`config.mk`:
```
export PLATFORM = sky130hd
export DESIGN_NAME = elapsed_count_to_calendar_core
export DESIGN_NICKNAME = d
export VERILOG_FILES = /design/src/hw/rtl/elc_pkg.sv /design/src/hw/rtl/elc_cfg.sv /design/src/hw/rtl/elc_split.sv /design/src/hw/rtl/elc_month.sv /design/src/hw/rtl/elapsed_count_to_calendar_core.sv
export SDC_FILE = /design/constraint.sdc
export NUM_CORES = 2
export LEC_CHECK = 0
export BUFFER_PORTS_ARGS = -buffer_cell sky130_fd_sc_hd__clkbuf_2
export CORE_ASPECT_RATIO = 0.75
export CORE_UTILIZATION = 45
export CTS_CLUSTER_DIAMETER = 80
export CTS_CLUSTER_SIZE = 12
export DETAILED_ROUTE_END_ITERATION = 6
export HOLD_SLACK_MARGIN = 0.08
export SLEW_MARGIN = 20
export SYNTH_ARGS = -nofsm -noshare
export SYNTH_HDL_FRONTEND = slang
export SYNTH_HIERARCHICAL = 1
export SYNTH_SLANG_ARGS = --single-unit
```
`constraint.sdc`:
```
create_clock -name clk -period 17 [get_ports clk]
set_input_delay 2.55 -clock clk [delete_from_list [all_inputs] [get_ports clk]]
set_output_delay 2.55 -clock clk [all_outputs]
set_load 0.02 [all_outputs]
```
`src/hw/rtl/elc_pkg.sv`:
```
`timescale 1ns / 1ps

package elc_pkg;

  localparam int ELAPSED_W = 32;
  localparam int MONTH_W   = 4;
  localparam int DAY_W     = 5;
  localparam int HOUR_W    = 5;
  localparam int MINUTE_W  = 6;
  localparam int SECOND_W  = 6;

  localparam int CFG_INDEX_W = 3;
  localparam int CFG_DATA_W  = 6;

  localparam logic [CFG_INDEX_W-1:0] REG_START_MONTH  = 3'd0;
  localparam logic [CFG_INDEX_W-1:0] REG_START_DAY    = 3'd1;
  localparam logic [CFG_INDEX_W-1:0] REG_START_HOUR   = 3'd2;
  localparam logic [CFG_INDEX_W-1:0] REG_START_MINUTE = 3'd3;
  localparam logic [CFG_INDEX_W-1:0] REG_START_SECOND = 3'd4;

  localparam int OFFSET_W = 25;
  localparam int QS_W     = 26;
  localparam int SECS_W   = 27;
  localparam int MINS_W   = 21;
  localparam int HOURS_W  = 15;
  localparam int DAYS_W   = 10;
  localparam int YDAY_W   = 9;

  localparam int MONTHS        = 12;
  localparam int DAYS_PER_YEAR = 365;
  localparam int SECS_PER_DAY  = 86400;
  localparam int SECS_PER_HOUR = 3600;
  localparam int SECS_PER_MIN  = 60;
  localparam int HOURS_PER_DAY = 24;

  localparam logic [31:0] DIV100_MUL   = 32'h51EB851F;
  localparam logic [27:0] DIV60_MUL    = 28'd143165577;
  localparam logic [15:0] DIV24_MUL    = 16'd43691;

  localparam logic [YDAY_W-1:0] CUM_DAYS [0:MONTHS-1] = '{
    9'd31, 9'd59, 9'd90, 9'd120, 9'd151, 9'd181,
    9'd212, 9'd243, 9'd273, 9'd304, 9'd334, 9'd365
  };

  typedef struct packed {
    logic                valid;
    logic [YDAY_W-1:0]   yday;
    logic [HOUR_W-1:0]   hour;
    logic [MINUTE_W-1:0] minute;
    logic [SECOND_W-1:0] second;
  } clock_fields_t;

  function automatic logic [YDAY_W-1:0] days_before(input logic [MONTH_W-1:0] m);
    logic [YDAY_W-1:0] d;
    d = '0;
    if (m != '0) begin
      d = CUM_DAYS[m - 4'd1];
    end
    return d;
  endfunction

  function automatic logic [DAY_W:0] month_len(input logic [MONTH_W-1:0] m);
    logic [YDAY_W-1:0] d;
    d = '0;
    if (m < 4'(MONTHS)) begin
      d = CUM_DAYS[m] - days_before(m);
    end
    return d[DAY_W:0];
  endfunction

  function automatic logic [21:0] div60(input logic [SECS_W-1:0] x);
    logic [54:0] p;
    p = 55'(x) * 55'(DIV60_MUL);
    return p[54:33];
  endfunction

  function automatic logic [DAYS_W-1:0] div24(input logic [HOURS_W-1:0] x);
    logic [30:0] p;
    p = 31'(x) * 31'(DIV24_MUL);
    return p[29:20];
  endfunction

endpackage

```
`src/hw/rtl/elc_cfg.sv`:
```
`timescale 1ns / 1ps

module elc_cfg (
  input  logic                               clk,
  input  logic                               rst_n,
  input  logic                               cfg_we,
  input  logic [elc_pkg::CFG_INDEX_W-1:0]    cfg_index,
  input  logic [elc_pkg::CFG_DATA_W-1:0]     cfg_data,
  output logic [elc_pkg::OFFSET_W-1:0]       offset
);

  logic [elc_pkg::MONTH_W-1:0]  month_r;
  logic [elc_pkg::DAY_W-1:0]    day_r;
  logic [elc_pkg::HOUR_W-1:0]   hour_r;
  logic [elc_pkg::MINUTE_W-1:0] minute_r;
  logic [elc_pkg::SECOND_W-1:0] second_r;
  logic [elc_pkg::OFFSET_W-1:0] offset_r;
  logic [elc_pkg::OFFSET_W-1:0] offset_nxt;
  logic [elc_pkg::MONTH_W-1:0]  month_sat;
  logic [elc_pkg::DAYS_W-1:0]   start_days;

  always_ff @(posedge clk) begin
    if (!rst_n) begin
      month_r  <= 4'd5;
      day_r    <= 5'd29;
      hour_r   <= 5'd23;
      minute_r <= 6'd59;
      second_r <= 6'd50;
    end else if (cfg_we) begin
      unique case (cfg_index)
        elc_pkg::REG_START_MONTH:  month_r  <= cfg_data[elc_pkg::MONTH_W-1:0];
        elc_pkg::REG_START_DAY:    day_r    <= cfg_data[elc_pkg::DAY_W-1:0];
        elc_pkg::REG_START_HOUR:   hour_r   <= cfg_data[elc_pkg::HOUR_W-1:0];
        elc_pkg::REG_START_MINUTE: minute_r <= cfg_data[elc_pkg::MINUTE_W-1:0];
        elc_pkg::REG_START_SECOND: second_r <= cfg_data[elc_pkg::SECOND_W-1:0];
        default: begin
        end
      endcase
    end
  end

  always_comb begin
    month_sat = (month_r > 4'(elc_pkg::MONTHS - 1)) ? 4'(elc_pkg::MONTHS - 1) : month_r;
    start_days = 10'(elc_pkg::days_before(month_sat)) + 10'(day_r);
    offset_nxt = 25'(start_days) * 25'(elc_pkg::SECS_PER_DAY)
               + 25'(hour_r) * 25'(elc_pkg::SECS_PER_HOUR)
               + 25'(minute_r) * 25'(elc_pkg::SECS_PER_MIN)
               + 25'(second_r);
  end

  always_ff @(posedge clk) begin
    offset_r <= offset_nxt;
  end

  assign offset = offset_r;

endmodule

```
`src/hw/rtl/elc_split.sv`:
```
`timescale 1ns / 1ps

module elc_split (
  input  logic                           clk,
  input  logic                           rst_n,
  input  logic                           in_valid,
  input  logic [elc_pkg::ELAPSED_W-1:0]  elapsed,
  input  logic [elc_pkg::OFFSET_W-1:0]   offset,
  output elc_pkg::clock_fields_t         fields
);

  logic s1_v_r, s2_v_r, s3_v_r, s4_v_r, s5_v_r, s6_v_r, s7_v_r;

  logic [elc_pkg::ELAPSED_W-1:0] e_r;
  logic [elc_pkg::QS_W-1:0]      qs_r;
  logic [elc_pkg::SECS_W-1:0]    secs_r;
  logic [elc_pkg::SECS_W-1:0]    secs4_r;
  logic [elc_pkg::MINS_W-1:0]    mins4_r;
  logic [elc_pkg::MINS_W-1:0]    mins5_r;
  logic [elc_pkg::HOURS_W-1:0]   hours5_r;
  logic [elc_pkg::SECOND_W-1:0]  sec5_r;
  logic [elc_pkg::HOURS_W-1:0]   hours6_r;
  logic [elc_pkg::DAYS_W-1:0]    days6_r;
  logic [elc_pkg::MINUTE_W-1:0]  min6_r;
  logic [elc_pkg::SECOND_W-1:0]  sec6_r;
  logic [elc_pkg::YDAY_W-1:0]    yday7_r;
  logic [elc_pkg::HOUR_W-1:0]    hour7_r;
  logic [elc_pkg::MINUTE_W-1:0]  min7_r;
  logic [elc_pkg::SECOND_W-1:0]  sec7_r;

  logic [63:0]                   prod100;
  logic [21:0]                   mins_q;
  logic [21:0]                   hours_q;
  logic [elc_pkg::SECS_W-1:0]    sec_rem;
  logic [elc_pkg::MINS_W-1:0]    min_rem;
  logic [elc_pkg::HOURS_W-1:0]   hour_rem;
  logic [elc_pkg::YDAY_W-1:0]    yday_nxt;

  always_ff @(posedge clk) begin
    if (!rst_n) begin
      s1_v_r <= 1'b0;
      s2_v_r <= 1'b0;
      s3_v_r <= 1'b0;
      s4_v_r <= 1'b0;
      s5_v_r <= 1'b0;
      s6_v_r <= 1'b0;
      s7_v_r <= 1'b0;
    end else begin
      s1_v_r <= in_valid;
      s2_v_r <= s1_v_r;
      s3_v_r <= s2_v_r;
      s4_v_r <= s3_v_r;
      s5_v_r <= s4_v_r;
      s6_v_r <= s5_v_r;
      s7_v_r <= s6_v_r;
    end
  end

  always_comb begin
    prod100  = 64'(e_r) * 64'(elc_pkg::DIV100_MUL);
    mins_q   = elc_pkg::div60(secs_r);
    hours_q  = elc_pkg::div60(27'(mins4_r));
    sec_rem  = secs4_r - ((27'(mins4_r) << 6) - (27'(mins4_r) << 2));
    min_rem  = mins5_r - ((21'(hours5_r) << 6) - (21'(hours5_r) << 2));
    hour_rem = hours6_r - ((15'(days6_r) << 4) + (15'(days6_r) << 3));
    if (days6_r >= 10'(2 * elc_pkg::DAYS_PER_YEAR)) begin
      yday_nxt = 9'(days6_r - 10'(2 * elc_pkg::DAYS_PER_YEAR));
    end else if (days6_r >= 10'(elc_pkg::DAYS_PER_YEAR)) begin
      yday_nxt = 9'(days6_r - 10'(elc_pkg::DAYS_PER_YEAR));
    end else begin
      yday_nxt = days6_r[elc_pkg::YDAY_W-1:0];
    end
  end

  always_ff @(posedge clk) begin
    if (in_valid) begin
      e_r <= elapsed;
    end
    qs_r     <= prod100[62:37];
    secs_r   <= 27'(qs_r) + 27'(offset);
    mins4_r  <= mins_q[elc_pkg::MINS_W-1:0];
    secs4_r  <= secs_r;
    sec5_r   <= sec_rem[elc_pkg::SECOND_W-1:0];
    hours5_r <= hours_q[elc_pkg::HOURS_W-1:0];
    mins5_r  <= mins4_r;
    min6_r   <= min_rem[elc_pkg::MINUTE_W-1:0];
    days6_r  <= elc_pkg::div24(hours5_r);
    hours6_r <= hours5_r;
    sec6_r   <= sec5_r;
    hour7_r  <= hour_rem[elc_pkg::HOUR_W-1:0];
    yday7_r  <= yday_nxt;
    min7_r   <= min6_r;
    sec7_r   <= sec6_r;
  end

  assign fields.valid  = s7_v_r;
  assign fields.yday   = yday7_r;
  assign fields.hour   = hour7_r;
  assign fields.minute = min7_r;
  assign fields.second = sec7_r;

endmodule

```
`src/hw/rtl/elc_month.sv`:
```
`timescale 1ns / 1ps

module elc_month (
  input  logic                          clk,
  input  logic                          rst_n,
  input  elc_pkg::clock_fields_t        fields,
  output logic                          out_strobe,
  output logic [elc_pkg::MONTH_W-1:0]   out_month,
  output logic [elc_pkg::DAY_W-1:0]     out_day,
  output logic [elc_pkg::HOUR_W-1:0]    out_hour,
  output logic [elc_pkg::MINUTE_W-1:0]  out_minute,
  output logic [elc_pkg::SECOND_W-1:0]  out_second
);

  logic                          valid_r;
  logic [elc_pkg::MONTH_W-1:0]   month_r;
  logic [elc_pkg::DAY_W-1:0]     day_r;
  logic [elc_pkg::HOUR_W-1:0]    hour_r;
  logic [elc_pkg::MINUTE_W-1:0]  minute_r;
  logic [elc_pkg::SECOND_W-1:0]  second_r;
  logic [elc_pkg::MONTH_W-1:0]   month_nxt;
  logic [elc_pkg::YDAY_W-1:0]    day_nxt;

  always_comb begin
    month_nxt = 4'(elc_pkg::MONTHS - 1);
    for (int i = elc_pkg::MONTHS - 1; i >= 0; i--) begin
      if (fields.yday < elc_pkg::CUM_DAYS[i]) begin
        month_nxt = 4'(i);
      end
    end
    day_nxt = fields.yday - elc_pkg::days_before(month_nxt);
  end

  always_ff @(posedge clk) begin
    if (!rst_n) begin
      valid_r <= 1'b0;
    end else begin
      valid_r <= fields.valid;
    end
  end

  always_ff @(posedge clk) begin
    month_r  <= month_nxt;
    day_r    <= day_nxt[elc_pkg::DAY_W-1:0];
    hour_r   <= fields.hour;
    minute_r <= fields.minute;
    second_r <= fields.second;
  end

  assign out_strobe = valid_r;
  assign out_month  = month_r;
  assign out_day    = day_r;
  assign out_hour   = hour_r;
  assign out_minute = minute_r;
  assign out_second = second_r;

endmodule

```
`src/hw/rtl/elapsed_count_to_calendar_core.sv`:
```
`timescale 1ns / 1ps

// Channel  Handshake            Payload
// request  start / busy         in_elapsed_centis
// result   out_strobe           out_month, out_day, out_hour, out_minute, out_second
// config   cfg_we               cfg_index, cfg_data
//
// A request is taken in every cycle in which start is high and busy is low.
// Its result appears on out_strobe after eight register stages; they hold the input
// capture, the divide by 100, the start offset add, the two divides by 60, the divide
// by 24, the year wrap, and the month lookup.
// busy is high during reset and in the first cycle after it; after that the pipeline
// takes one request per cycle.
// The receiver cannot stall, so the pipeline never holds.

module elapsed_count_to_calendar_core (
  input  logic                              clk,
  input  logic                              rst_n,
  input  logic                              start,
  output logic                              busy,
  input  logic [elc_pkg::ELAPSED_W-1:0]     in_elapsed_centis,
  output logic                              out_strobe,
  output logic [elc_pkg::MONTH_W-1:0]       out_month,
  output logic [elc_pkg::DAY_W-1:0]         out_day,
  output logic [elc_pkg::HOUR_W-1:0]        out_hour,
  output logic [elc_pkg::MINUTE_W-1:0]      out_minute,
  output logic [elc_pkg::SECOND_W-1:0]      out_second,
  input  logic                              cfg_we,
  input  logic [elc_pkg::CFG_INDEX_W-1:0]   cfg_index,
  input  logic [elc_pkg::CFG_DATA_W-1:0]    cfg_data
);

  logic                          busy_r;
  logic                          accept;
  logic [elc_pkg::OFFSET_W-1:0]  offset;
  elc_pkg::clock_fields_t        fields;

  always_ff @(posedge clk) begin
    if (!rst_n) begin
      busy_r <= 1'b1;
    end else begin
      busy_r <= 1'b0;
    end
  end

  assign busy   = busy_r;
  assign accept = start && !busy_r;

  elc_cfg u_cfg (
    .clk       (clk),
    .rst_n     (rst_n),
    .cfg_we    (cfg_we),
    .cfg_index (cfg_index),
    .cfg_data  (cfg_data),
    .offset    (offset)
  );

  elc_split u_split (
    .clk      (clk),
    .rst_n    (rst_n),
    .in_valid (accept),
    .elapsed  (in_elapsed_centis),
    .offset   (offset),
    .fields   (fields)
  );

  elc_month u_month (
    .clk        (clk),
    .rst_n      (rst_n),
    .fields     (fields),
    .out_strobe (out_strobe),
    .out_month  (out_month),
    .out_day    (out_day),
    .out_hour   (out_hour),
    .out_minute (out_minute),
    .out_second (out_second)
  );

  a_latency: assert property (@(posedge clk) disable iff (!rst_n)
    out_strobe |-> $past(start && !busy, 8))
    else $error("result without a request eight cycles earlier");

  a_ranges: assert property (@(posedge clk) disable iff (!rst_n)
    out_strobe |-> (out_second < 6'd60 && out_minute < 6'd60 && out_hour < 5'd24
                    && out_month < 4'd12))
    else $error("result field out of range");

  a_day_in_month: assert property (@(posedge clk) disable iff (!rst_n)
    out_strobe |-> (6'(out_day) < elc_pkg::month_len(out_month)))
    else $error("day beyond the length of its month");

endmodule

```
==> summary.txt <==
CTS
  – CTS Root Cell: clkbuf_16
  – Max H-tree Level: 1
  – Total CTS buffers: 31
  – Total clock sinks: 278
  – CTS resizes: 0
  – CTS tree: yes
  – Worst-Skew Late Latency: 0.61 ns
  – Maximum clock insertion buffer count: 3
  – Hold-fix buffers, CTS: 0
  – Setup Fix Bufs, Post-CTS: 0
  – CTS clock-pin slew for the worst setup and hold paths: 0.06 ns

STA
  – RSZ-0062 raised after global routing: no
  – Max Clk Rate: 125 MHz
  – Hold Vio Cnt, Final: 0
  – Tcrit/Tclk final: 0.470
  – Setup-failing EPs final: 0
  – Final setup TNS: 0 ns
  – Worst Max-Slew Pin Slew: 0.928 ns
  – Max Slew Vio Count: 0
  – Crit path time final: 7.99 ns
  – Clock skew: 0.0190 ns
  – Rel. slew slack: 0.380

Drt
  – Vias per cell: 5.00
  – 1st-pass router iterations: 5
  – DRT antenna net count: 0
  – Initial DRC Count: 1433
  – DRC: 0
  – DRT Wirelength: 97600 um
  – Post-detailed-route wirelength per cell: 17.9 um
  – Via count: 27300

Yosys
  – Yosys warns: 6
  – Post-synth EDFFs: 32
  – Post-Synthesis Cells: 4123
  – Ys async rst share: 0
  – Synth Register Bits: 278
  – Mapped cell area: 42500 um2
  – Yosys cell types: 84
  – Synth Area per Inst: 10.3 um2
  – Sequential fraction of the synthesis area: 0.138
  – Top_reg_cell synth: dfxtp_1

Critical path
  – Crit path buf inv count: 4
  – Crit Path Category: register to register
  – CP required: 17.51 ns
  – Worst setup path end: u_split/qs_r[19]$_DFF_P_
  – CP max FO: 10
  – Worst endpoint data arrival time: 8.49 ns
  – CP max-delay cell: edfxtp_1
  – Crit path from: u_split/e_r[12]$_DFFE_PP_
  – Delay of the slowest critical-path stage: 0.64 ns
  – Startpoint Class: register
  – FF-to-FF Start: u_split/e_r[12]$_DFFE_PP_
  – Crit path max-delay family: adder cells
  – Worst r2r path cells: 23
  – Most used cell, CP: fa_1
  – Worst-path cell chain: ha_1 -> inv_1 -> fa_1 -> inv_1 -> fa_1 -> fa_1 -> fa_1 -> fa_1 -> fa_1 -> inv_1 -> fa_1 -> inv_1 -> ha_1 -> nand4_1 -> or2_2 -> a211oi_1 -> o221ai_1 -> nand4_1 -> o31ai_1 -> a21o_1 -> o31ai_1 -> mux2i_1 -> a211oi_1
  – Crit. End Element: register
  – R2r endpoint: u_split/qs_r[19]$_DFF_P_
  – R2r setup slk: 9.01 ns
  – Number of cells on the critical path: 23

Die
  – I/O pins: 73
  – Initial Util: 0.455
  – Core area: 93500 um2
  – Die Width: 357 um
  – Die ar.: 95700 um2
  – Row count: 97
  – Die height: 268 um

Global routing
  – Vias in the first global route: 27900
  – First-pass GRT wire length: 156000 um
  – Initial antenna violation count: 2
  – GRT overflow: 0
  – Largest net degree at the start of global routing: 36
  – Global-route usage over all layers: 0.211

Finish
  – Area grow syn2layout: 6.39%
  – Post-layout util: 0.484
  – Fin cells: 5451
  – Nets: 5876
  – Fraction of layout cells with a size suffix above 1: 0.0342
  – Number of fill cells: 8846

Placed design
  – Cell count after placement: 5404
  – Placer congestion estimate: 0.998
  – DP HPWL: 86900 um
  – Input/output buffers: 72

Hold path
  – Hold crit path type: register to register

Status
  – Status: completed

Job
  – Max-cap viol count: 0
-- cells by family (layout without fill, tap and decap cells) --
group                      after synthesis  count (layout)  synth area share
and+or+nand+nor                        400             400            0.0478
adders and majority gates             1631            1631             0.592
xor gates and xnor gates               175             175            0.0364
DFF                                    278             278             0.138
muxes                                   33              33           0.00777
AOI/OAI and AO/OA                      515             515            0.0801
other                                    2               5          0.000177
buffers and inverters                 1089            1177            0.0969
-- cell usage in the layout (no fill, tap or decap), types with 7 or more instances in the layout --
| cell | count |
|---|---|
| inv_1 | 1058 |
| ha_1 | 994 |
| fa_1 | 637 |
| dfxtp_1 | 246 |
| a21oi_1 | 151 |
| xnor2_1 | 123 |
| nand2_1 | 94 |
| o21ai_0 | 93 |
| nor2_1 | 91 |
| a21o_1 | 78 |
| clkbuf_2 | 72 |
| xor2_1 | 50 |
| nand4_1 | 37 |
| nand3_1 | 33 |
| mux2i_1 | 33 |
| clkbuf_16 | 32 |
| edfxtp_1 | 32 |
| nor3_1 | 25 |
| a211oi_1 | 24 |
| o21a_1 | 24 |
| nor2b_1 | 23 |
| o21bai_1 | 22 |
| o211ai_1 | 19 |
| nand2b_1 | 18 |
| a31oi_1 | 17 |
| and2_1 | 15 |
| and3_1 | 13 |
| or3_1 | 11 |
| nor4_1 | 8 |
| o2111ai_1 | 8 |
| nand3b_1 | 7 |
| or2_2 | 7 |
| a221oi_1 | 7 |
-- worst min path at each step --
stage | startpoint | endpoint | slack, ns | cells past startpoint
finish | u_split/secs4_r[1]$_DFF_P_ | u_split/sec5_r[1]$_DFF_P_ | 0.32 | 0
global route | u_split/min6_r[5]$_DFF_P_ | u_split/min7_r[5]$_DFF_P_ | 0.33 | 0
CTS | u_split/hour7_r[0]$_DFF_P_ | u_month/out_hour[0]$_DFF_P_ | 0.33 | 0
detailed placement | u_split/hour7_r[0]$_DFF_P_ | u_month/out_hour[0]$_DFF_P_ | 0.31 | 0
global placement | u_split/sec5_r[0]$_DFF_P_ | u_split/sec6_r[0]$_DFF_P_ | 0.31 | 0
floorplan | u_split/hour7_r[0]$_DFF_P_ | u_month/out_hour[0]$_DFF_P_ | 0.31 | 0
-- final cells by class --
type	instances	area [um2]	area share
multi-input combinational	2758	32500	0.719
sequential	278	5890	0.130
inverter	1058	3970	0.0878
tap	1237	1550	0.0342
clock buffer	37	840	0.0186
timing repair buffer	73	368	0.00813
clock inverter	9	98.8	0.00219
antenna	1	2.50	0.0000553
-- stage by stage --
| stage | instance area, um2 | hold slack [ns] | worst slack (ns) |
|---|---|---|---|
| 2_1_floorplan | 42500 | 0.310 | 9.99 |
| 3_3_place_gp | 44300 | 0.310 | 9.19 |
| 3_5_place_dp | 44300 | 0.312 | 9.04 |
| 4_1_cts | 45200 | 0.326 | 9.01 |
| 5_1_grt | 45200 | 0.333 | 8.41 |
| 6_report | 45200 | 0.322 | 9.01 |
-- cells in the mapped netlist, types with 4 or more instances --
| cell | count | area share |
|---|---|---|
| o211a_1 | 6 | 0.0014 |
| o2111ai_1 | 8 | 0.0016 |
| nand3b_1 | 7 | 0.0012 |
| edfxtp_1 | 32 | 0.023 |
| o221ai_1 | 4 | 0.00082 |
| nand4_1 | 37 | 0.0054 |
| nand2b_1 | 18 | 0.0026 |
| xor2_1 | 50 | 0.010 |
| ha_1 | 994 | 0.29 |
| inv_1 | 1058 | 0.093 |
| and2_1 | 15 | 0.0022 |
| nor2_1 | 91 | 0.0080 |
| nor4_1 | 8 | 0.0012 |
| or3_1 | 11 | 0.0016 |
| and4_1 | 6 | 0.0012 |
| a21oi_1 | 151 | 0.018 |
| fa_1 | 637 | 0.30 |
| a211oi_1 | 24 | 0.0042 |
| o31a_1 | 4 | 0.00082 |
| a21o_1 | 78 | 0.014 |
| buf_2 | 5 | 0.00059 |
| and3_1 | 13 | 0.0019 |
| xnor2_1 | 123 | 0.025 |
| nor3_1 | 25 | 0.0029 |
| a221oi_1 | 7 | 0.0014 |
| o21a_1 | 24 | 0.0042 |
| or2_2 | 7 | 0.0010 |
| o22ai_1 | 5 | 0.00074 |
| nand3_1 | 33 | 0.0039 |
| nand2_1 | 94 | 0.0083 |
| nor2b_1 | 23 | 0.0034 |
| mux2i_1 | 33 | 0.0078 |
| o31ai_1 | 4 | 0.00071 |
| o211ai_1 | 19 | 0.0034 |
| o21bai_1 | 22 | 0.0039 |
| clkbuf_1 | 22 | 0.0019 |
| dfxtp_1 | 246 | 0.12 |
| o21ai_0 | 93 | 0.011 |
| a211o_1 | 5 | 0.0010 |
| a31oi_1 | 17 | 0.0025 |
-- registers in the layout, indices dropped and copies added (netlist names), 9 cells and up --
register,count
u_cfg/offset,25
u_split/days6_r,10
u_split/e_r,32
u_split/hours5_r,15
u_split/mins4_r,21
u_split/qs_r,26
u_split/secs_r,27
u_split/yday7_r,9
-- layer usage --
metal / share of wire / wire (um) / GRT usage / vias up
li1: - / - / - / 13500
met2: 0.38 / 36700 / 0.285 / 570
met4: 0.011 / 1060 / 0.0248 / 0
met5: 0 / 0 / 0 / -
met1: 0.52 / 50900 / 0.329 / 13100
met3: 0.092 / 8950 / 0.0701 / 66
Power is not shown: default switching activity piles up to over one toggle a cycle in this logic, so the estimate is an artifact.
